`config.mk`:
```
export PLATFORM = sky130hd
export DESIGN_NAME = hcm_back
export DESIGN_NICKNAME = d
export VERILOG_FILES = /design/src/sv/hcm_pkg.sv /design/src/sv/hcm_back.sv
export SDC_FILE = /design/constraint.sdc
export NUM_CORES = 1
export LEC_CHECK = 0
export BUFFER_PORTS_ARGS = -buffer_cell sky130_fd_sc_hd__buf_2
export CAP_MARGIN = 10
export CORE_MARGIN = 4
export CORE_UTILIZATION = 56
export DETAILED_ROUTE_END_ITERATION = 8
export GPL_ROUTABILITY_DRIVEN = 1
export PLACE_DENSITY = 0.83
export SLEW_MARGIN = 0
export SYNTH_ARGS = -nofsm -noshare
export SYNTH_HDL_FRONTEND = slang
export SYNTH_SLANG_ARGS = --single-unit
```
`constraint.sdc`:
```
create_clock -name i_clk -period 6 [get_ports i_clk]
set_input_delay 1.8 -clock i_clk [delete_from_list [all_inputs] [get_ports i_clk]]
set_output_delay 1.8 -clock i_clk [all_outputs]
set_load 0.1 [all_outputs]
```
`src/sv/hcm_pkg.sv`:
```
// Shared types, constants and helper functions of the heightmap contour marker.
// No dependencies; every other file of the block imports this package.
package hcm_pkg;

    localparam int MAX_WIDTH   = 4096;
    localparam int COL_W       = $clog2(MAX_WIDTH);
    localparam int ROW_W       = 16;
    localparam int HGT_W       = 8;
    localparam int PIX_W       = HGT_W + 1;
    localparam int CFG_W_W     = 13;
    localparam int CFG_H_W     = 16;
    localparam int CFG_DATA_W  = 16;
    localparam int CFG_IDX_W   = 1;
    localparam int IN_DATA_W   = 16;
    localparam int OUT_DATA_W  = ((COL_W + ROW_W + 1 + 7) / 8) * 8;
    localparam int OUT_PAD_W   = OUT_DATA_W - (COL_W + ROW_W + 1);
    localparam int QUEUE_DEPTH = 4;
    localparam int QPTR_W      = $clog2(QUEUE_DEPTH);
    localparam int QCNT_W      = QPTR_W + 1;

    localparam logic [CFG_IDX_W-1:0] REG_IMAGE_WIDTH  = 1'b0;
    localparam logic [CFG_IDX_W-1:0] REG_IMAGE_HEIGHT = 1'b1;

    localparam logic [CFG_W_W-1:0] RESET_IMAGE_WIDTH  = CFG_W_W'(4096);
    localparam logic [CFG_H_W-1:0] RESET_IMAGE_HEIGHT = CFG_H_W'(4096);

    localparam logic [2:0] CONTOUR_RESIDUE = 3'd3;

    // Results decided by one pixel: bit 0 is the pixel above, bit 1 the pixel
    // to the left on the last row, bit 2 the last pixel of the frame.
    typedef struct packed {
        logic [COL_W-1:0] col;
        logic [ROW_W-1:0] row;
        logic [2:0]       vld;
        logic [2:0]       ct;
    } t_bundle;

    // Height modulo five, using 16 = 1 (mod 5) to fold the nibbles.
    function automatic logic [2:0] mod5(input logic [HGT_W-1:0] v);
        logic [4:0] s;
        logic [4:0] t;
        begin
            s = {1'b0, v[7:4]} + {1'b0, v[3:0]};
            t = {4'b0, s[4]} + {1'b0, s[3:0]};
            if (t >= 5'd15) begin
                t = t - 5'd15;
            end else if (t >= 5'd10) begin
                t = t - 5'd10;
            end else if (t >= 5'd5) begin
                t = t - 5'd5;
            end
            return t[2:0];
        end
    endfunction

    function automatic logic is_contour(
        input logic [PIX_W-1:0] self,
        input logic [3:0]       ok,
        input logic [HGT_W-1:0] nb0,
        input logic [HGT_W-1:0] nb1,
        input logic [HGT_W-1:0] nb2,
        input logic [HGT_W-1:0] nb3
    );
        logic [HGT_W-1:0] h;
        logic             lower;
        begin
            h     = self[HGT_W-1:0];
            lower = (ok[0] && (nb0 < h)) || (ok[1] && (nb1 < h)) ||
                    (ok[2] && (nb2 < h)) || (ok[3] && (nb3 < h));
            return self[HGT_W] && (mod5(h) == CONTOUR_RESIDUE) && lower;
        end
    endfunction

endpackage

```
`src/sv/hcm_back.sv`:
```
// Back part: takes bundles from the queue and sends their results one a cycle
// while i_ready holds, through a registered output stage. Depends on hcm_pkg.
module hcm_back import hcm_pkg::*; (
    input  logic             i_clk,
    input  logic             i_rst_n,
    input  logic             i_q_empty,
    input  t_bundle          i_q_data,
    output logic             o_q_pop,
    output logic             o_valid,
    input  logic             i_ready,
    output logic [COL_W-1:0] o_col,
    output logic [ROW_W-1:0] o_row,
    output logic             o_contour,
    output logic             o_last
);

    t_bundle          r_bun;
    logic [2:0]       r_pend;
    logic             r_out_valid;
    logic [COL_W-1:0] r_col;
    logic [ROW_W-1:0] r_row;
    logic             r_ct;
    logic             r_last;

    logic             load_out;
    logic             emit;
    logic [2:0]       sel;
    logic [2:0]       rem;
    logic [COL_W-1:0] n_col;
    logic [ROW_W-1:0] n_row;
    logic             n_ct;

    assign load_out = !r_out_valid || i_ready;
    assign emit     = load_out && (r_pend != '0);
    assign sel      = r_pend & (~r_pend + 3'd1);
    assign rem      = r_pend & ~sel;
    assign o_q_pop  = !i_q_empty && ((r_pend == '0) || (emit && (rem == '0)));

    always_comb begin
        n_col = r_bun.col;
        n_row = r_bun.row;
        n_ct  = r_bun.ct[2];
        case (sel)
            3'b001: begin
                n_row = r_bun.row - 1'b1;
                n_ct  = r_bun.ct[0];
            end
            3'b010: begin
                n_col = r_bun.col - 1'b1;
                n_ct  = r_bun.ct[1];
            end
            default: ;
        endcase
    end

    always_ff @(posedge i_clk) begin
        if (!i_rst_n) begin
            r_pend <= '0;
        end else if (o_q_pop) begin
            r_pend <= i_q_data.vld;
        end else if (emit) begin
            r_pend <= rem;
        end
    end

    always_ff @(posedge i_clk) begin
        if (o_q_pop) begin
            r_bun <= i_q_data;
        end
    end

    always_ff @(posedge i_clk) begin
        if (!i_rst_n) begin
            r_out_valid <= 1'b0;
        end else if (load_out) begin
            r_out_valid <= emit;
        end
    end

    always_ff @(posedge i_clk) begin
        if (emit) begin
            r_col  <= n_col;
            r_row  <= n_row;
            r_ct   <= n_ct;
            r_last <= (rem == '0);
        end
    end

    assign o_valid   = r_out_valid;
    assign o_col     = r_col;
    assign o_row     = r_row;
    assign o_contour = r_ct;
    assign o_last    = r_last;

endmodule

```
Word-level counts from Yosys, hierarchy flattened:

Index checks and enable logic that the tools add are counted.

* register bits: 65
* bits of input ports: 38
* output and inout bits: 32
* word-level logic and storage cells: 34

* $add $sub $neg: 3
* equality and inequality tests: 2
* mux-type cells: 5
* bitwise operators: 4
* reduce and logical (&&, ||, !) cells: 11

Operators by type and width (count)
* $mux 16: 1
* $sub 16x1->16 const B: 1
* $mux 12: 1
* $sub 12x1->12 const B: 1
* $and 3x3->3: 2
* $logic_not 3->1: 2
* $mux 3: 2
* $not 3->3: 2
* $add 3x1->3 const B: 1
* $eq 3x1->1 const B: 1
* $eq 3x2->1 const B: 1
* $logic_and 1x1->1: 3
* $reduce_bool 3->1: 1
* $logic_not 1->1: 2
* $logic_or 1x1->1: 2
* $pmux 1 s2: 1
* $reduce_bool 2->1: 1

Depth between registers and ports, before layout:

* depth after elaboration: 10
* gate-level depth with buffers: 6
* depth with buffers taken out: 6

Worst setup path before layout:

Ideal clock, no wire load.

* kind: input-to-output
* start point: in i_ready
* end point: out o_q_pop
* arrival time: 4527 ps
* required time: 4200 ps
* path slack: -327 ps
* stages: 3
* path buffers: 0
* cell sequence: nand2b_1 > a21oi_1 > nor2_1

* cells in the longest elaborated chain, start to end: 5

Ends and longest elaborated chain
* from (decl): line hcm_back.sv:10 `input logic i_ready,`
* $logic_or 1x1->1: line hcm_back.sv:33 `assign load_out = !r_out_valid || i_ready;`
* $logic_and 1x1->1: line hcm_back.sv:34 `assign emit = load_out && (r_pend != '0);`
* $logic_and 1x1->1: line hcm_back.sv:37 `assign o_q_pop = !i_q_empty && ((r_pend == '0) || (emit && (rem == '0)));`
* $logic_or 1x1->1: line hcm_back.sv:37
* $logic_and 1x1->1: line hcm_back.sv:37
* to (decl): line hcm_back.sv:8 `output logic o_q_pop,`

Every way passes these cells.

Worst setup path after layout:

Ends and elaborated chain as after synthesis.

==> flow_summary.json <==
{
  "status": "finished, final reports clean",
  "fin_worst_skew_ns": 0.006174,
  "design_power_total_mw": 1.050,
  "grt_max_degree": 32,
  "critPathMaxStageDelay_ns": 0.45,
  "syn_inst": 172,
  "num_vias": 1609,
  "clk_pin_slew_ns": 0.06,
  "post-route-period-util": 0.7528,
  "p_leak_nw": 1.241,
  "critPathLaunch": "i_ready",
  "rsz0062_at_grt": "false",
  "die_height_um": 76.37,
  "post-dp-hpwl_um": 3165,
  "netlist_area_um2": 2618,
  "min_path_cells": 2,
  "hp-class": "reg2reg",
  "period_needed_ns": 4.517,
  "switchingPower_uw": 322.1,
  "yosys_warnings": 0,
  "hold_viol_final": 0,
  "crit_fanout": 2,
  "drv_cap": 0,
  "die_w_um": 76.37,
  "postRouteAntennaNets": 0,
  "power_frac_comb": 0.181,
  "cp-start-kind": "input port",
  "track_usage": 0.1551,
  "layout_common_cells": "buf_2, edfxtp_1, xor2_1",
  "pre_cts_slack_ns": 1.505,
  "start_util": 0.5890,
  "arrival_ns": 2.72,
  "post-cts-setup-buffers": 0,
  "dpl_cell_area_um2": 3040,
  "cts_buffers": 9,
  "r2r_cells": 4,
  "r2r_end": "o_row[1]",
  "cts_tree": "yes",
  "synth-seq-cells": 65,
  "syn_area_per_cell_um2": 15.22,
  "placed_cells": 293,
  "swShare": 0.3067,
  "numPortBuffers": 69,
  "final_area_um2": 3206,
  "tightest_slew_ns": 0.6377,
  "core_um2": 4444,
  "fin_tns_setup_ns": 0,
  "dr.pass1.iters": 4,
  "yosysSeqAreaShare": 0.7304,
  "ir_worst_vdd_mv": 0.1734,
  "crit_type": "in2out",
  "crit_chain": "buf_2 > nand2b_1 > a21oi_1 > nor2_2 > buf_2",
  "setup_viol": 0,
  "core.rowCount": 24,
  "htree_levels": 3,
  "p_int_uw": 728.1,
  "viasPerCell": 5.207,
  "endpoint_kind": "output port",
  "crit_top_cell": "buf_2",
  "dieArea_um2": 5832,
  "hp-start": "r_bun[0]",
  "grt_pass1_wl_um": 6762,
  "overflow": 0,
  "gp_congestion": 0.8057,
  "whs_endpoint": "o_contour",
  "crit_required_ns": 4.20,
  "r2r_setup_slack_ns": 3.94,
  "antenna_found_initial": 0,
  "clock_latency_ns": 0.33,
  "grt_pass1_vias": 1516,
  "ctsHoldBuffers": 0,
  "crit_slowest_cell": "buf_2",
  "p_per_area_nw_per_um2": 327.6,
  "setup_slack_ns": 1.483,
  "slew_headroom": 0.5744,
  "slew_violations": 0,
  "path_delay_family": "buffers and inverters",
  "crit_cells": 5,
  "synthToLayoutAreaGrowth_pct": 22.47,
  "path_buf_inv": 2,
  "post_cts_resize_count": 0,
  "root_buffer": "clkbuf_8",
  "final_common_cell": "buf_2",
  "crit-reg2reg-launch": "r_pend[0]",
  "pwr-share-clk": 0.291,
  "pin_count": 70,
  "wl_per_cell_um": 13.55,
  "syn_nets": 212,
  "yosysUniqueCellTypes": 32,
  "drive_above_1_share": 0.3735,
  "p_seq_frac": 0.528,
  "finalNetCount": 292,
  "route.detailed.drc": 0,
  "first_iter_violations": 107,
  "clock_sinks": 65,
  "fmax_ghz": 0.2214,
  "finalNonFillerCells": 309,
  "clockBufferDepth": 2,
  "num_antenna_cells": 0,
  "drt-total-wl_um": 4186
}
registers in the layout, indices dropped and copies added, names as in the netlist:
signal / count
o_row: 16
o_valid: 1
o_col: 12
r_bun: 31
r_pend: 3
o_last: 1
o_contour: 1
power groups by stage:
stage | Clock (mW) | Combinational [mW] | Sequential (mW)
2_1_floorplan | 0 | 0.0350 | 0.681
6_report | 0.306 | 0.190 | 0.554
5_1_grt | 0.336 | 0.198 | 0.558
3_5_place_dp | 0 | 0.191 | 0.564
3_3_place_gp | 0 | 0.189 | 0.563
4_1_cts | 0.315 | 0.191 | 0.554
synthesized netlist by cell type:
library cell  number  area, um^2
edfxtp_1          61        1832
xor2_1            14       122.6
nand2_1           13       48.80
nor2_1            12       45.04
xnor2_1           11       96.34
nor4_1             6       37.54
o21ai_0            6       30.03
inv_1              5       18.77
dfxtp_1            4       80.08
nand3_1            4       20.02
nor2b_1            3       18.77
nor3_1             3       15.01
or3_1              3       18.77
a21boi_0           2       15.01
a21oi_1            2       10.01
buf_1              2       7.510
ha_1               2       25.02
mux2i_1            2       20.02
nand2b_1           2       12.51
nor3_2             2       20.02
o31ai_1            2       15.01
a21o_1             1       7.510
a31oi_1            1       6.260
and4bb_2           1       12.51
nand4_1            1       6.260
nor4_2             1       12.51
nor4b_1            1       8.760
nor4b_2            1       15.01
or2_2              1       6.260
or2b_4             1       11.26
or3_4              1       11.26
or4_4              1       11.26
layer usage:
layer  vias to the layer above  global-route usage  wire, um
met5                         -                   0         0
met4                         0              0.1159       114
met2                        55              0.2627      2244
met3                        10             0.04492       236
met1                       748              0.1627      1590
li1                        796                   -         -
worst max path at each step:
stage                     slack (ns)       to
after global placement          1.54  o_q_pop
after global routing            1.44  o_q_pop
after floorplan                 0.63  o_q_pop
after detailed placement        1.50  o_q_pop
final                           1.48  o_q_pop
after CTS                       1.50  o_q_pop
worst reg2reg max path, stage by stage (launching register included):
cell and delay [ns]:
dfxtp_1 0.59, or2_2 0.23, nor2_1 0.07, nor2_2 0.50, buf_4 0.36
per-stage QoR:
step	util	hold slack, ns
floorplan	-	0.4988
global placement	0.6841	0.5142
detailed placement	0.6841	0.5250
CTS	0.7213	0.5337
global route	0.7213	0.5570
finish	0.7213	0.5452
cells by family after synthesis:
family,synth area share
compound gates,0.03203
flops,0.7304
simple gates,0.1267
mux,0.007648
buf+inv,0.01004
fa+ha+maj,0.009559
xor+xnor,0.08365
layout make-up:
class	instances	area (um^2)
fillers	306	1239
inverters	5	18.77
flip-flops and latches	65	1912
clock buffers	12	145.1
repair buffers	71	360.3
clock inverters	4	20.02
multi-input cells	100	684.4
well taps	52	65.06
No activity file was read; power rests on OpenSTA's default activity.
