**config.mk**
```make
export PLATFORM = sky130hd
export DESIGN_NAME = hcm_queue
export DESIGN_NICKNAME = d
export VERILOG_FILES = /design/src/sv/hcm_pkg.sv /design/src/sv/hcm_queue.sv
export SDC_FILE = /design/constraint.sdc
export NUM_CORES = 1
export LEC_CHECK = 0
export ABC_AREA = 1
export BUFFER_PORTS_ARGS = -buffer_cell sky130_fd_sc_hd__buf_4
export CORE_ASPECT_RATIO = 1.4
export CORE_UTILIZATION = 40
export CTS_BUF_LIST = sky130_fd_sc_hd__clkbuf_16
export CTS_CLUSTER_DIAMETER = 80
export DETAILED_ROUTE_END_ITERATION = 10
export GPL_TIMING_DRIVEN = 0
export PLACE_DENSITY = 0.6
export SKIP_LAST_GASP = 1
export SYNTH_ARGS = -nofsm -noshare
export SYNTH_HDL_FRONTEND = slang
export SYNTH_SLANG_ARGS = --single-unit
```
**constraint.sdc**
```tcl
create_clock -name i_clk -period 4.3 [get_ports i_clk]
set_input_delay 0.645 -clock i_clk [delete_from_list [all_inputs] [get_ports i_clk]]
set_output_delay 0.645 -clock i_clk [all_outputs]
set_load 0.03 [all_outputs]
```
**src/sv/hcm_pkg.sv**
```systemverilog
// Shared types, constants and helper functions of the heightmap contour marker.
// No dependencies; every other file of the block imports this package.
package hcm_pkg;

    localparam int MAX_WIDTH   = 4096;
    localparam int COL_W       = $clog2(MAX_WIDTH);
    localparam int ROW_W       = 16;
    localparam int HGT_W       = 8;
    localparam int PIX_W       = HGT_W + 1;
    localparam int CFG_W_W     = 13;
    localparam int CFG_H_W     = 16;
    localparam int CFG_DATA_W  = 16;
    localparam int CFG_IDX_W   = 1;
    localparam int IN_DATA_W   = 16;
    localparam int OUT_DATA_W  = ((COL_W + ROW_W + 1 + 7) / 8) * 8;
    localparam int OUT_PAD_W   = OUT_DATA_W - (COL_W + ROW_W + 1);
    localparam int QUEUE_DEPTH = 4;
    localparam int QPTR_W      = $clog2(QUEUE_DEPTH);
    localparam int QCNT_W      = QPTR_W + 1;

    localparam logic [CFG_IDX_W-1:0] REG_IMAGE_WIDTH  = 1'b0;
    localparam logic [CFG_IDX_W-1:0] REG_IMAGE_HEIGHT = 1'b1;

    localparam logic [CFG_W_W-1:0] RESET_IMAGE_WIDTH  = CFG_W_W'(4096);
    localparam logic [CFG_H_W-1:0] RESET_IMAGE_HEIGHT = CFG_H_W'(4096);

    localparam logic [2:0] CONTOUR_RESIDUE = 3'd3;

    // Results decided by one pixel: bit 0 is the pixel above, bit 1 the pixel
    // to the left on the last row, bit 2 the last pixel of the frame.
    typedef struct packed {
        logic [COL_W-1:0] col;
        logic [ROW_W-1:0] row;
        logic [2:0]       vld;
        logic [2:0]       ct;
    } t_bundle;

    // Height modulo five, using 16 = 1 (mod 5) to fold the nibbles.
    function automatic logic [2:0] mod5(input logic [HGT_W-1:0] v);
        logic [4:0] s;
        logic [4:0] t;
        begin
            s = {1'b0, v[7:4]} + {1'b0, v[3:0]};
            t = {4'b0, s[4]} + {1'b0, s[3:0]};
            if (t >= 5'd15) begin
                t = t - 5'd15;
            end else if (t >= 5'd10) begin
                t = t - 5'd10;
            end else if (t >= 5'd5) begin
                t = t - 5'd5;
            end
            return t[2:0];
        end
    endfunction

    function automatic logic is_contour(
        input logic [PIX_W-1:0] self,
        input logic [3:0]       ok,
        input logic [HGT_W-1:0] nb0,
        input logic [HGT_W-1:0] nb1,
        input logic [HGT_W-1:0] nb2,
        input logic [HGT_W-1:0] nb3
    );
        logic [HGT_W-1:0] h;
        logic             lower;
        begin
            h     = self[HGT_W-1:0];
            lower = (ok[0] && (nb0 < h)) || (ok[1] && (nb1 < h)) ||
                    (ok[2] && (nb2 < h)) || (ok[3] && (nb3 < h));
            return self[HGT_W] && (mod5(h) == CONTOUR_RESIDUE) && lower;
        end
    endfunction

endpackage

```
**src/sv/hcm_queue.sv**
```systemverilog
// Short queue of decided result bundles between the front and back parts.
// Depends on hcm_pkg for the bundle type and queue depth.
module hcm_queue import hcm_pkg::*; (
    input  logic    i_clk,
    input  logic    i_rst_n,
    input  logic    i_push,
    input  t_bundle i_data,
    output logic    o_full,
    input  logic    i_pop,
    output logic    o_empty,
    output t_bundle o_data
);

    t_bundle           r_mem [QUEUE_DEPTH];
    logic [QPTR_W-1:0] r_head;
    logic [QPTR_W-1:0] r_tail;
    logic [QCNT_W-1:0] r_count;

    logic do_push;
    logic do_pop;

    assign o_full  = (r_count == QCNT_W'(QUEUE_DEPTH));
    assign o_empty = (r_count == '0);
    assign o_data  = r_mem[r_head];
    assign do_push = i_push && !o_full;
    assign do_pop  = i_pop && !o_empty;

    always_ff @(posedge i_clk) begin
        if (do_push) begin
            r_mem[r_tail] <= i_data;
        end
    end

    always_ff @(posedge i_clk) begin
        if (!i_rst_n) begin
            r_head  <= '0;
            r_tail  <= '0;
            r_count <= '0;
        end else begin
            if (do_push) begin
                r_tail <= r_tail + 1'b1;
            end
            if (do_pop) begin
                r_head <= r_head + 1'b1;
            end
            if (do_push && !do_pop) begin
                r_count <= r_count + 1'b1;
            end else if (do_pop && !do_push) begin
                r_count <= r_count - 1'b1;
            end
        end
    end

endmodule

```
# Word level (Yosys, flattened, before mapping)
# Memory sizes are Yosys's and may differ from the RTL's. A register that Yosys moved wholly into a read port is not among the register bits.
# Index checks and enable logic that the tools add are counted.
[totals]
ff_bits = 7
ram_bits = 136
mem_count = 1
[memory_table]
columns = ["name", "depth", "word_bits", "rd", "rd_ports_with_merged_regs", "wr", "line", "text"]
rows = [
  ["r_mem", 4, 34, 1, 1, 1, "hcm_queue.sv:14", "t_bundle r_mem [QUEUE_DEPTH];"],
]
[classes]
n_mux = 6
n_reduce_logical = 10
n_addsub = 4
eq_ne = 1
[op_table]
columns = ["op", "n"]
rows = [
  ["$mux W3", 2],
  ["$add A2 B1 Y2 const B", 2],
  ["$logic_and A1 B1 Y1", 4],
  ["$logic_not A1 Y1", 4],
  ["$mux W2", 2],
  ["$add A3 B1 Y3 const B", 1],
  ["$eq A3 B3 Y1 const B", 1],
  ["$logic_not A3 Y1", 1],
  ["$sub A3 B1 Y3 const B", 1],
  ["$mux W1", 2],
  ["$reduce_bool A2 Y1", 1],
]

# Logic depth before layout (Yosys ltp)
# Gate-level depths: netlist of run 1.
[logic_depth]
depth_word = 7
ltp_mapped = 13
ltp_nobuf = 13

# Worst setup path after synthesis of run 1
# Ideal clock, no wire load.
[synth_timing]
kind = "input -> register"
from = "input i_push"
to = "memory r_mem[0][0] (netlist bit) (enable)"
path_buffers = 0
setup_time_ns = 0.425
setup_slack_ns = 1.682
arrival_ns = 2.193
cell_stages = 2
path_cell_list = "nand2_1 nor2_1"
[synth_via]
elab_chain_len = 3
[synth_rtl]
columns = ["element", "line", "text"]
rows = [
  ["start, declared", "hcm_queue.sv:6", "input logic i_push,"],
  ["$logic_and A1 B1 Y1", "hcm_queue.sv:25", "assign do_push = i_push && !o_full;"],
  ["$mux W1", "hcm_queue.sv:29", "if (do_push) begin"],
  ["$mux W1 (implied by the code)", "hcm_queue.sv:30", "r_mem[r_tail] <= i_data;"],
  ["end, declared", "hcm_queue.sv:14", ""],
]
# No other way between the ends.

==> results of run 1 <==
[routing by layer]
metal,up-vias,part of all wire,GRT usage,wire length [µm]
met5,-,0,0,0
met4,0,0.012,0.0689,142
li1,1651,-,-,-
met2,87,0.55,0.309,6670
met3,11,0.047,0.0477,576
met1,1789,0.39,0.195,4760
[worst max path at each step]
stage,startpoint,endpoint,slack (ns),cells past startpoint
6_report,flop,o_data[10],1.85,4
3_3_place_gp,i_push,r_mem[0][5]$_DFFE_PP_,0.30,3
4_1_cts,flop,o_data[23],1.81,4
5_1_grt,flop,o_data[23],1.72,4
3_5_place_dp,i_push,r_count[1]$_SDFFE_PN0P_,1.94,8
2_1_floorplan,i_push,r_mem[0][0]$_DFFE_PP_,1.68,2
[area by class of cell]
type	instances	area, µm²	area share
Sequential cell	145	4260	0.585
Multi-Input combinational cell	215	1260	0.173
Timing Repair Buffer	77	643	0.0882
Clock buffer	17	425	0.0584
Tap cell	185	231	0.0318
Clock inverter	15	224	0.0307
Buffer	21	168	0.0230
Inverter	18	72.6	0.00996
[cells in the mapped netlist (all sizes together)]
cell and number:
a21oi 3, buf 19, nand2 15, o21ai 69
xor2 1, nor2 82, clkbuf 2, edfxtp 136
ha 5, fa 1, inv 18, nand3b 1
dfxtp 9, o22ai 34, nand3 4
[metrics by stage]
stage | instance area [µm²] | instances | hold WS [ns]
floorplan | 5740 | 399 | 0.465
global placement | 6520 | 657 | 0.483
detailed placement | 6640 | 661 | 0.492
CTS | 7290 | 693 | 0.421
global route | 7290 | 693 | 0.420
finish | 7290 | 693 | 0.437
[power by group through the flow]
stage                     Combinational, mW  Clock (mW)  Sequential [mW]
after floorplan                       0.964           0             1.79
after global placement                 1.46           0             1.80
after detailed placement               1.53           0             1.80
after CTS                              1.54        1.61             1.77
after global routing                   1.63        1.67             1.78
final                                  1.52        1.59             1.77
[flip-flops by register name, indices dropped and copies added, names as in the netlist, named ones only]
register  cells
r_count       3
r_tail        2
r_mem       136
r_head        2
[cells by family after synthesis]
group	synth area share
flops	0.743
buf+inv	0.0419
fa+ha+maj	0.0144
compound gates	0.122
simple gates	0.0770
xor+xnor	0.00153
[layout by cell type (no fill, tap or decap), types with 2 or more instances in the layout]
cell                          n
sky130_fd_sc_hd__a21oi_1      3
sky130_fd_sc_hd__buf_12       5
sky130_fd_sc_hd__buf_16       2
sky130_fd_sc_hd__buf_2       12
sky130_fd_sc_hd__buf_4       75
sky130_fd_sc_hd__buf_6        2
sky130_fd_sc_hd__bufinv_16    6
sky130_fd_sc_hd__clkbuf_16   17
sky130_fd_sc_hd__clkbuf_2     2
sky130_fd_sc_hd__clkinv_1     3
sky130_fd_sc_hd__dfxtp_1      9
sky130_fd_sc_hd__edfxtp_1   136
sky130_fd_sc_hd__ha_1         5
sky130_fd_sc_hd__inv_1       19
sky130_fd_sc_hd__nand2_1     15
sky130_fd_sc_hd__nand3_1      4
sky130_fd_sc_hd__nor2_1      58
sky130_fd_sc_hd__nor2_2      20
sky130_fd_sc_hd__nor2_4       4
sky130_fd_sc_hd__o21ai_0     64
sky130_fd_sc_hd__o21ai_1      5
sky130_fd_sc_hd__o22ai_1     14
sky130_fd_sc_hd__o22ai_2     20
==> results.rst, run 1 <==
.. list-table::
   :header-rows: 1

   * - Metric
     - Value
   * - Number of register bits inferred by synthesis
     - 145
   * - Core Util, Final
     - 0.522
   * - Cell taking the most area after synthesis
     - sky130_fd_sc_hd__edfxtp_1
   * - Residual DRC count
     - 0
   * - Total half-perimeter wirelength after legalization and detailed placement
     - approximately 7700 µm
   * - Critical hold path startpoint
     - i_data[18]
   * - Sequential area share after synthesis
     - 0.743
   * - Total congestion overflow after global routing
     - 0
   * - Headroom to the max-slew limit
     - 0.497
   * - Crit path launch type
     - flop
   * - Post-DRT Antenna Nets
     - 0
   * - Min-Delay Path Class
     - in -> reg
   * - WP data arrival
     - about 1.8 ns
   * - Slowest cell on the critical path
     - sky130_fd_sc_hd__dfxtp_1
   * - Leading post-synthesis cells by cell area
     - sky130_fd_sc_hd__edfxtp_1 71%, sky130_fd_sc_hd__o21ai_0 5.6%, sky130_fd_sc_hd__o22ai_2 4.4%
   * - Highest ir drop seen on vdd
     - 0.000373 V
   * - Wire length of the first global-routing pass
     - 18,200 µm
   * - Number of setup buffers added after CTS
     - 0
   * - Iteration count of the initial detailed-routing pass
     - 4
   * - CP cell instances
     - buf_2 > o21ai_0 > o22ai_2 > buf_4
   * - Library cell used as clock root buffer
     - sky130_fd_sc_hd__clkbuf_16
   * - Worst Setup End Kind
     - primary output
   * - Mapped cell area
     - roughly 0.0057 mm²
   * - Clock Path Buffers
     - 2
   * - Global-route usage over all layers
     - 0.174
   * - Hold path depth
     - 1
   * - Maximum clock skew at final layout
     - between 0.007 and 0.008 ns
   * - Max FO, Critical Path
     - 10
   * - Yosys warns
     - 0
   * - Share of post-route cells with drive strength above 1
     - 0.335
   * - Clock tree from TritonCTS
     - built
   * - Number of endpoints with negative hold slack in the final report
     - 0
   * - Cell count after synthesis
     - about 400
   * - Clock network latency to the later pin of the worst-skew pair
     - 0.41 ns
   * - Total number of vias
     - approximately 3,500
   * - Width of the die
     - 103 µm
   * - Filler Cells Inserted
     - about 1,200
   * - Depth of the worst register-to-register path
     - 9
   * - Gp weighted congestion
     - slightly above 0.7
   * - Antenna violations before repair
     - 0
   * - Net switching power figure
     - between 1.5 and 2 mW
   * - Clock group share of total power
     - 0.326
   * - Start of the worst register-to-register path
     - r_count[0]$_SDFFE_PN0P_
   * - Number of setup violations in the final report
     - 0
   * - Number of sinks driven by the clock tree
     - between 100 and 150
   * - Combinational power share
     - 0.311
   * - # nets final
     - 539
   * - Number of global-route vias before repair
     - around 3,500
   * - Rows
     - just over 50
   * - Total nets after synthesis
     - approximately 440
   * - Clk pin slew, worst setup/hold paths
     - roughly 0.060 ns
   * - Total buffers and inverters traversed by the critical path
     - 2
   * - Total negative slack
     - 0 ns
   * - Pre-CTS worst setup slack
     - 1.94 ns
   * - Reg2Reg Setup Slack
     - between 2 and 2.5 ns
   * - Family with the most delay on the worst path
     - flip-flops
   * - Crit-path max cell delay
     - ~0.52 ns
   * - Number of buffers inserted during clock tree synthesis
     - 17
   * - Destination of the worst hold path
     - r_mem[2][18]$_DFFE_PP_
   * - Number of hold buffers added after CTS
     - 0
   * - Worst-case setup margin in the final layout
     - ~1.8 ns
   * - Top-Level Pins
     - 74
   * - Placeable core region
     - 0.0140 mm²
   * - Layout overhead on the synthesized area
     - 27.1%
   * - Initial cell density of the core
     - 0.410
   * - Data required time of the critical path
     - 3.65 ns
   * - Setup repair after global routing missed its margin
     - false
   * - Sequential share of power
     - 0.363
   * - Internal power of the cells
     - around 3.3 mW
   * - Actual slew at the worst max-slew pin
     - between 0.7 and 0.8 ns
   * - Deepest level of the CTS H-tree
     - 4
   * - Routed len/inst
     - 17.5 µm
   * - Reg-to-reg critical path endpoint
     - r_count[1]$_SDFFE_PN0P_
   * - Fin crit share
     - 0.571
   * - Total power divided by cell area
     - between 600 and 700 mW/mm²
   * - Antenna diode instance count
     - 0
   * - Number of gates given a new drive strength after cts
     - 0
   * - Final Max Slew Viols
     - 0
   * - Buffers on Ports
     - 73
   * - Clock period minus final worst setup slack
     - ~2.5 ns
   * - Overall routed net length
     - ~12,000 µm
   * - DRC violation total after the first TritonRoute iteration
     - 207
   * - Static power due to leakage
     - around 2.7 nW
   * - DIE AREA
     - 0.0148 mm²
   * - Power, Total
     - slightly below 5 mW
   * - Result of the run
     - finished, final reports clean
   * - Critical Setup Path Class
     - reg -> out
   * - Count of cell types in the netlist
     - 23
   * - Max-Cap Viols
     - 0
   * - FMAX
     - 0.408 GHz
   * - Proportion of total power due to net switching
     - 0.317
   * - Maximum number of pins on one net before global-route repair
     - 21
   * - Via density per instance
     - just over 5
   * - Fraction of synthesized cell area taken by the top area cell type
     - 0.712
   * - Die boundary height
     - 144 µm
   * - Synth Area per Inst
     - between 10 and 15 µm²
No activity file was read; power rests on OpenSTA's default activity.
==> run 2: changes to the inputs <==
PLACE_DENSITY = 0.62   (was 0.6)
clock period = 2.2 ns   (was 4.3 ns; I/O delays follow)
==> results.rst, run 2 (synthesized netlist as in run 1, its figures left out) <==
.. list-table::
   :header-rows: 1

   * - Metric
     - Value
   * - Critical Setup Path Class
     - reg -> out
   * - Via density per instance
     - around 5
   * - Layout overhead on the synthesized area
     - 26.1%
   * - Placeable core region
     - ~0.014 mm²
   * - Initial cell density of the core
     - 0.410
   * - Gp weighted congestion
     - roughly 0.69
   * - Maximum clock skew at final layout
     - between 0.007 and 0.008 ns
   * - Crit path launch type
     - flop
   * - Max FO, Critical Path
     - 10
   * - Min-Delay Path Class
     - in -> reg
   * - Post-route design area
     - ~0.0072 mm²
   * - Headroom to the max-slew limit
     - 0.560
   * - Width of the die
     - a little over 100 µm
   * - FMAX
     - 0.490 GHz
   * - Number of hold buffers added after CTS
     - 0
   * - Max-Cap Viols
     - 0
   * - Routed len/inst
     - about 18 µm
   * - Top-Level Pins
     - 74
   * - Total half-perimeter wirelength after legalization and detailed placement
     - 7760 µm
   * - Deepest level of the CTS H-tree
     - 4
   * - Number of global-route vias before repair
     - roughly 3,600
   * - Static power due to leakage
     - 2.62 nW
   * - Clock tree from TritonCTS
     - built
   * - Actual slew at the worst max-slew pin
     - between 0.6 and 0.7 ns
   * - Number of sinks driven by the clock tree
     - 145
   * - Residual DRC count
     - 0
   * - Number of setup buffers added after CTS
     - 0
   * - DIE AREA
     - between 0.01 and 0.015 mm²
   * - Overall routed net length
     - about 12,000 µm
   * - Number of flip-flops in the largest register
     - 136
   * - Clk pin slew, worst setup/hold paths
     - approximately 0.06 ns
   * - Setup repair after global routing missed its margin
     - false
   * - Wire length of the first global-routing pass
     - roughly 18,000 µm
   * - Clock network latency to the later pin of the worst-skew pair
     - approximately 0.4 ns
   * - Rows
     - between 50 and 60
   * - Total power divided by cell area
     - around 1300 mW/mm²
   * - Power, Total
     - slightly above 9 mW
   * - Die boundary height
     - about 140 µm
   * - Worst Setup End Kind
     - primary output
   * - # nets final
     - around 540
   * - Maximum number of pins on one net before global-route repair
     - 24
   * - Filler Cells Inserted
     - 1,170
   * - Total congestion overflow after global routing
     - 0
   * - Largest register by flop count
     - r_mem
   * - Share of post-route cells with drive strength above 1
     - 0.339
   * - Number of setup violations in the final report
     - 0
   * - Data required time of the critical path
     - 1.87 ns
   * - WP data arrival
     - between 1.5 and 2 ns
   * - Result of the run
     - finished, final reports clean
   * - DRC violation total after the first TritonRoute iteration
     - between 150 and 200
   * - Global-route usage over all layers
     - 0.175
   * - Number of buffers inserted during clock tree synthesis
     - 17
   * - Iteration count of the initial detailed-routing pass
     - 5
   * - Number of endpoints with negative hold slack in the final report
     - 0
   * - Highest ir drop seen on vdd
     - around 0.00065 V
   * - Worst hold slack
     - 0.114 ns
   * - Clock Path Buffers
     - 2
   * - Antenna violations before repair
     - 0
   * - Post-detailed-placement cell area
     - 0.00665 mm²
   * - Final Max Slew Viols
     - 0
   * - Buffers on Ports
     - 73
   * - Antenna diode instance count
     - 0
   * - Clock period minus final worst setup slack
     - a little over 2 ns
   * - Largest registers in the final layout
     - r_mem x136, r_count x3
   * - Post-DRT Antenna Nets
     - 0
   * - Library cell used as clock root buffer
     - sky130_fd_sc_hd__clkbuf_16
   * - Fin crit share
     - 0.928
   * - Total number of vias
     - about 3,500
   * - Most common cell after layout, fill and taps aside
     - sky130_fd_sc_hd__edfxtp_1
   * - Highest-count cells in the layout ignoring fill and taps
     - 136 x sky130_fd_sc_hd__edfxtp_1, 75 x sky130_fd_sc_hd__buf_4, 64 x sky130_fd_sc_hd__o21ai_0
   * - Total negative slack
     - 0 ns
run 2: critical path: stages, from the launching register on:
cell and delay [ns]:
sky130_fd_sc_hd__dfxtp_1 0.31, sky130_fd_sc_hd__buf_6 0.14, sky130_fd_sc_hd__inv_6 0.06, sky130_fd_sc_hd__buf_2 0.25, sky130_fd_sc_hd__nor2_1 0.09, sky130_fd_sc_hd__o22ai_1 0.24, sky130_fd_sc_hd__buf_4 0.21
run 2: per-layer routing:
| layer | GRT usage | share of wire | up-vias |
|---|---|---|---|
| met3 | 0.0535 | 0.045 | 21 |
| met5 | 0 | 0 | - |
| li1 | - | - | 1660 |
| met4 | 0.0660 | 0.017 | 0 |
| met1 | 0.191 | 0.39 | 1706 |
| met2 | 0.315 | 0.55 | 85 |
run 2: final timing paths:
kind,slack (ns),to,cells past startpoint,from
worst max-delay path,0.16,o_data[30],6,flop
worst min-delay path,0.11,r_mem[0][11]$_DFFE_PP_,1,i_data[11]
worst max register to register,0.22,r_count[1]$_SDFFE_PN0P_,9,r_count[0]$_SDFFE_PN0P_
worst min register to register,0.50,flop,2,r_head[1]$_SDFFE_PN0P_
run 2: through the flow:
stage / std cells / worst slack [ns] / util
6_report: 693 / 0.159 / 0.518
4_1_cts: 693 / 0.0485 / 0.517
3_5_place_dp: 661 / 0.00464 / 0.476
5_1_grt: 693 / 0.0399 / 0.518
3_3_place_gp: 657 / -1.54 / 0.466
2_1_floorplan: 399 / -0.322 / -
run 2: area by class of cell:
class / instances / area, µm² / share of cell area
Clock buffer: 17 / 425 / 0.0588
Inverter: 18 / 72.6 / 0.0100
Buffer: 21 / 168 / 0.0232
Timing Repair Buffer: 77 / 651 / 0.0899
Clock inverter: 15 / 151 / 0.0209
Sequential cell: 145 / 4270 / 0.590
Multi-Input combinational cell: 215 / 1270 / 0.175
Tap cell: 185 / 231 / 0.0320
run 2: report_power, final:
part	switching [mW]	internal, mW	total [mW]
sequential	0.0949	3.36	3.45
clock	1.03	1.75	2.78
combinational	1.91	1.05	2.96
total	3.03	6.16	9.19
run 2: what timing repair did:
item                       4_1_cts  5_1_grt
gates resized for setup          1        2
pin swaps                        0        0
setup endpoints to repair        1        2
==> run 3: changes to the inputs <==
GPL_TIMING_DRIVEN = unset   (was 0)
PLACE_DENSITY = 0.6   (was 0.62)
clock period = 2.54 ns   (was 2.2 ns; I/O delays follow)
==> results.rst, run 3 (synthesized netlist as in run 1, its figures left out) <==
.. list-table::
   :header-rows: 1

   * - Metric
     - Value
   * - Headroom to the max-slew limit
     - 0.606
   * - Final Max Slew Viols
     - 0
   * - Residual DRC count
     - 0
   * - Most common cell after layout, fill and taps aside
     - sky130_fd_sc_hd__edfxtp_1
   * - Global-route usage over all layers
     - 0.165
   * - Wire length of the first global-routing pass
     - 17,600 µm
   * - Critical Setup Path Class
     - reg -> out
   * - Max-Cap Viols
     - 0
   * - Gp weighted congestion
     - 0.701
   * - Family with the most delay on the worst path
     - buffers and inverters
   * - Total buffers and inverters traversed by the critical path
     - 2
   * - Worst Setup End Kind
     - primary output
   * - Number of setup violations in the final report
     - 0
   * - CP cell instances
     - buf_6 > o21ai_0 > o22ai_1 > buf_4
   * - Post-DRT Antenna Nets
     - 0
   * - Top-Level Pins
     - 74
   * - DRC violation total after the first TritonRoute iteration
     - between 100 and 150
   * - Maximum clock skew at final layout
     - between 0.01 and 0.015 ns
   * - Number of hold buffers added after CTS
     - 0
   * - Highest-count cells in the layout ignoring fill and taps
     - 136 x sky130_fd_sc_hd__edfxtp_1, 87 x sky130_fd_sc_hd__buf_4, 64 x sky130_fd_sc_hd__o21ai_0
   * - Max FO, Critical Path
     - 68
   * - Fin crit share
     - 0.867
   * - Total congestion overflow after global routing
     - 0
   * - Antenna diode instance count
     - 0
   * - Clock tree from TritonCTS
     - built
   * - Power, Total
     - ~7.8 mW
   * - Actual slew at the worst max-slew pin
     - 0.591 ns
   * - Placed Cells
     - 651
   * - Total number of vias
     - approximately 3,400
   * - Clk pin slew, worst setup/hold paths
     - 0.06 ns
   * - Overall routed net length
     - 11,200 µm
   * - Largest registers in the final layout
     - r_mem x136, r_count x3
   * - Number of buffers inserted during clock tree synthesis
     - 17
   * - Total negative slack
     - 0 ns
   * - Deepest level of the CTS H-tree
     - 4
   * - Total half-perimeter wirelength after legalization and detailed placement
     - about 6700 µm
   * - Clock network latency to the later pin of the worst-skew pair
     - between 0.4 and 0.5 ns
   * - Antenna violations before repair
     - 0
   * - Static power due to leakage
     - about 2.6 nW
   * - Iteration count of the initial detailed-routing pass
     - 4
   * - Min-Delay Path Class
     - in -> reg
   * - Largest register by flop count
     - r_mem
   * - Number of endpoints with negative hold slack in the final report
     - 0
   * - Width of the die
     - between 100 and 150 µm
   * - Clock Path Buffers
     - 2
   * - Number of flip-flops in the largest register
     - about 140
   * - Post-detailed-placement cell area
     - 0.00649 mm²
   * - Metal3 WL
     - about 560 µm
   * - Finished Layout Cells
     - approximately 680
   * - Share of post-route cells with drive strength above 1
     - 0.324
   * - Slowest cell on the critical path
     - sky130_fd_sc_hd__buf_6
   * - Crit-path max cell delay
     - 0.39 ns
   * - Placeable core region
     - 0.0140 mm²
   * - Initial cell density of the core
     - 0.410
   * - Filler Cells Inserted
     - around 1,200
   * - Post-route design area
     - roughly 0.0071 mm²
   * - DIE AREA
     - around 0.015 mm²
   * - Met1 layer wirelength in the final routing
     - roughly 4500 µm
   * - FMAX
     - roughly 0.45 GHz
   * - Die boundary height
     - about 140 µm
   * - Highest ir drop seen on vdd
     - roughly 0.00049 V
   * - Routed len/inst
     - around 16 µm
   * - WP data arrival
     - around 1.8 ns
   * - Layout overhead on the synthesized area
     - 23.6%
   * - Total length of routed met2 wires
     - approximately 5900 µm
   * - Result of the run
     - finished, final reports clean
   * - Total power divided by cell area
     - ~1100 mW/mm²
   * - Library cell used as clock root buffer
     - sky130_fd_sc_hd__clkbuf_16
   * - Number of sinks driven by the clock tree
     - about 150
   * - Clock period minus final worst setup slack
     - 2.20 ns
   * - Rows
     - between 50 and 60
   * - Via density per instance
     - 4.95
   * - Buffers on Ports
     - 73
   * - Crit path launch type
     - flop
   * - Maximum number of pins on one net before global-route repair
     - between 60 and 70
   * - Uppermost layer routed
     - met4
   * - Setup repair after global routing missed its margin
     - false
   * - Number of global-route vias before repair
     - around 3,400
   * - # nets final
     - between 500 and 600
   * - Data required time of the critical path
     - about 2.2 ns
-- run 3: cell types whose count changed in the layout (fill, tap and decap cells not counted), sizes merged --
| cell | delta |
|---|---|
| buf | -8 |
| bufinv | +1 |
| clkbuf | -2 |
| clkinvlp | -2 |
-- run 3: report_power, final --
part / leakage, nW / total [mW] / switching, mW / internal [mW]
Clock: 0.298 / 2.49 / 0.875 / 1.62
Combinational: 0.938 / 2.33 / 1.54 / 0.782
Sequential: 1.32 / 2.99 / 0.0852 / 2.91
Total: 2.56 / 7.81 / 2.50 / 5.31
-- run 3: final timing paths --
path | start | endpoint | slack [ns] | cells after the start
worst max-delay path | flop | o_data[19] | 0.34 | 4
worst min-delay path | i_data[31] | r_mem[0][31]$_DFFE_PP_ | 0.17 | 1
worst max register to register | r_count[0]$_SDFFE_PN0P_ | r_count[2]$_SDFFE_PN0P_ | 0.66 | 13
worst min register to register | r_head[0]$_SDFFE_PN0P_ | flop | 0.50 | 2
-- run 3: metal layers --
| layer | GRT usage | up-vias |
|---|---|---|
| met2 | 0.280 | 73 |
| met1 | 0.190 | 1654 |
| met4 | 0.0563 | 0 |
| met5 | 0 | - |
| li1 | - | 1633 |
| met3 | 0.0608 | 13 |
-- run 3: cell type report --
class / count / area, µm² / area share
multi-input cells: 215 / 1260 / 0.178
clock buffers: 17 / 425 / 0.0600
repair buffers: 88 / 664 / 0.0937
well taps: 185 / 231 / 0.0326
inverters: 18 / 72.6 / 0.0102
flip-flops and latches: 145 / 4270 / 0.601
clock inverters: 14 / 171 / 0.0242
-- run 3: per-stage QoR --
step	hold slack (ns)	worst slack, ns	util
2_1_floorplan	0.465	0.0179	-
3_3_place_gp	0.487	0.563	0.465
3_5_place_dp	0.494	0.569	0.465
4_1_cts	0.151	0.123	0.507
5_1_grt	0.149	0.173	0.507
6_report	0.166	0.338	0.507
-- run 3: worst register-to-register path, delay by kind of cell (launching register included) --
| family | cells | cell delay (ns) |
|---|---|---|
| fa+ha+maj | 2 | 0.57 |
| simple gates | 8 | 0.57 |
| buf+inv | 3 | 0.25 |
| flops | 1 | 0.39 |
-- run 3: what timing repair did --
action | CTS | global route
gates resized for setup | 0 | 1
hold endpoints to repair | 0 | 0
buffers inserted | 0 | 0
setup endpoints to repair | 0 | 2
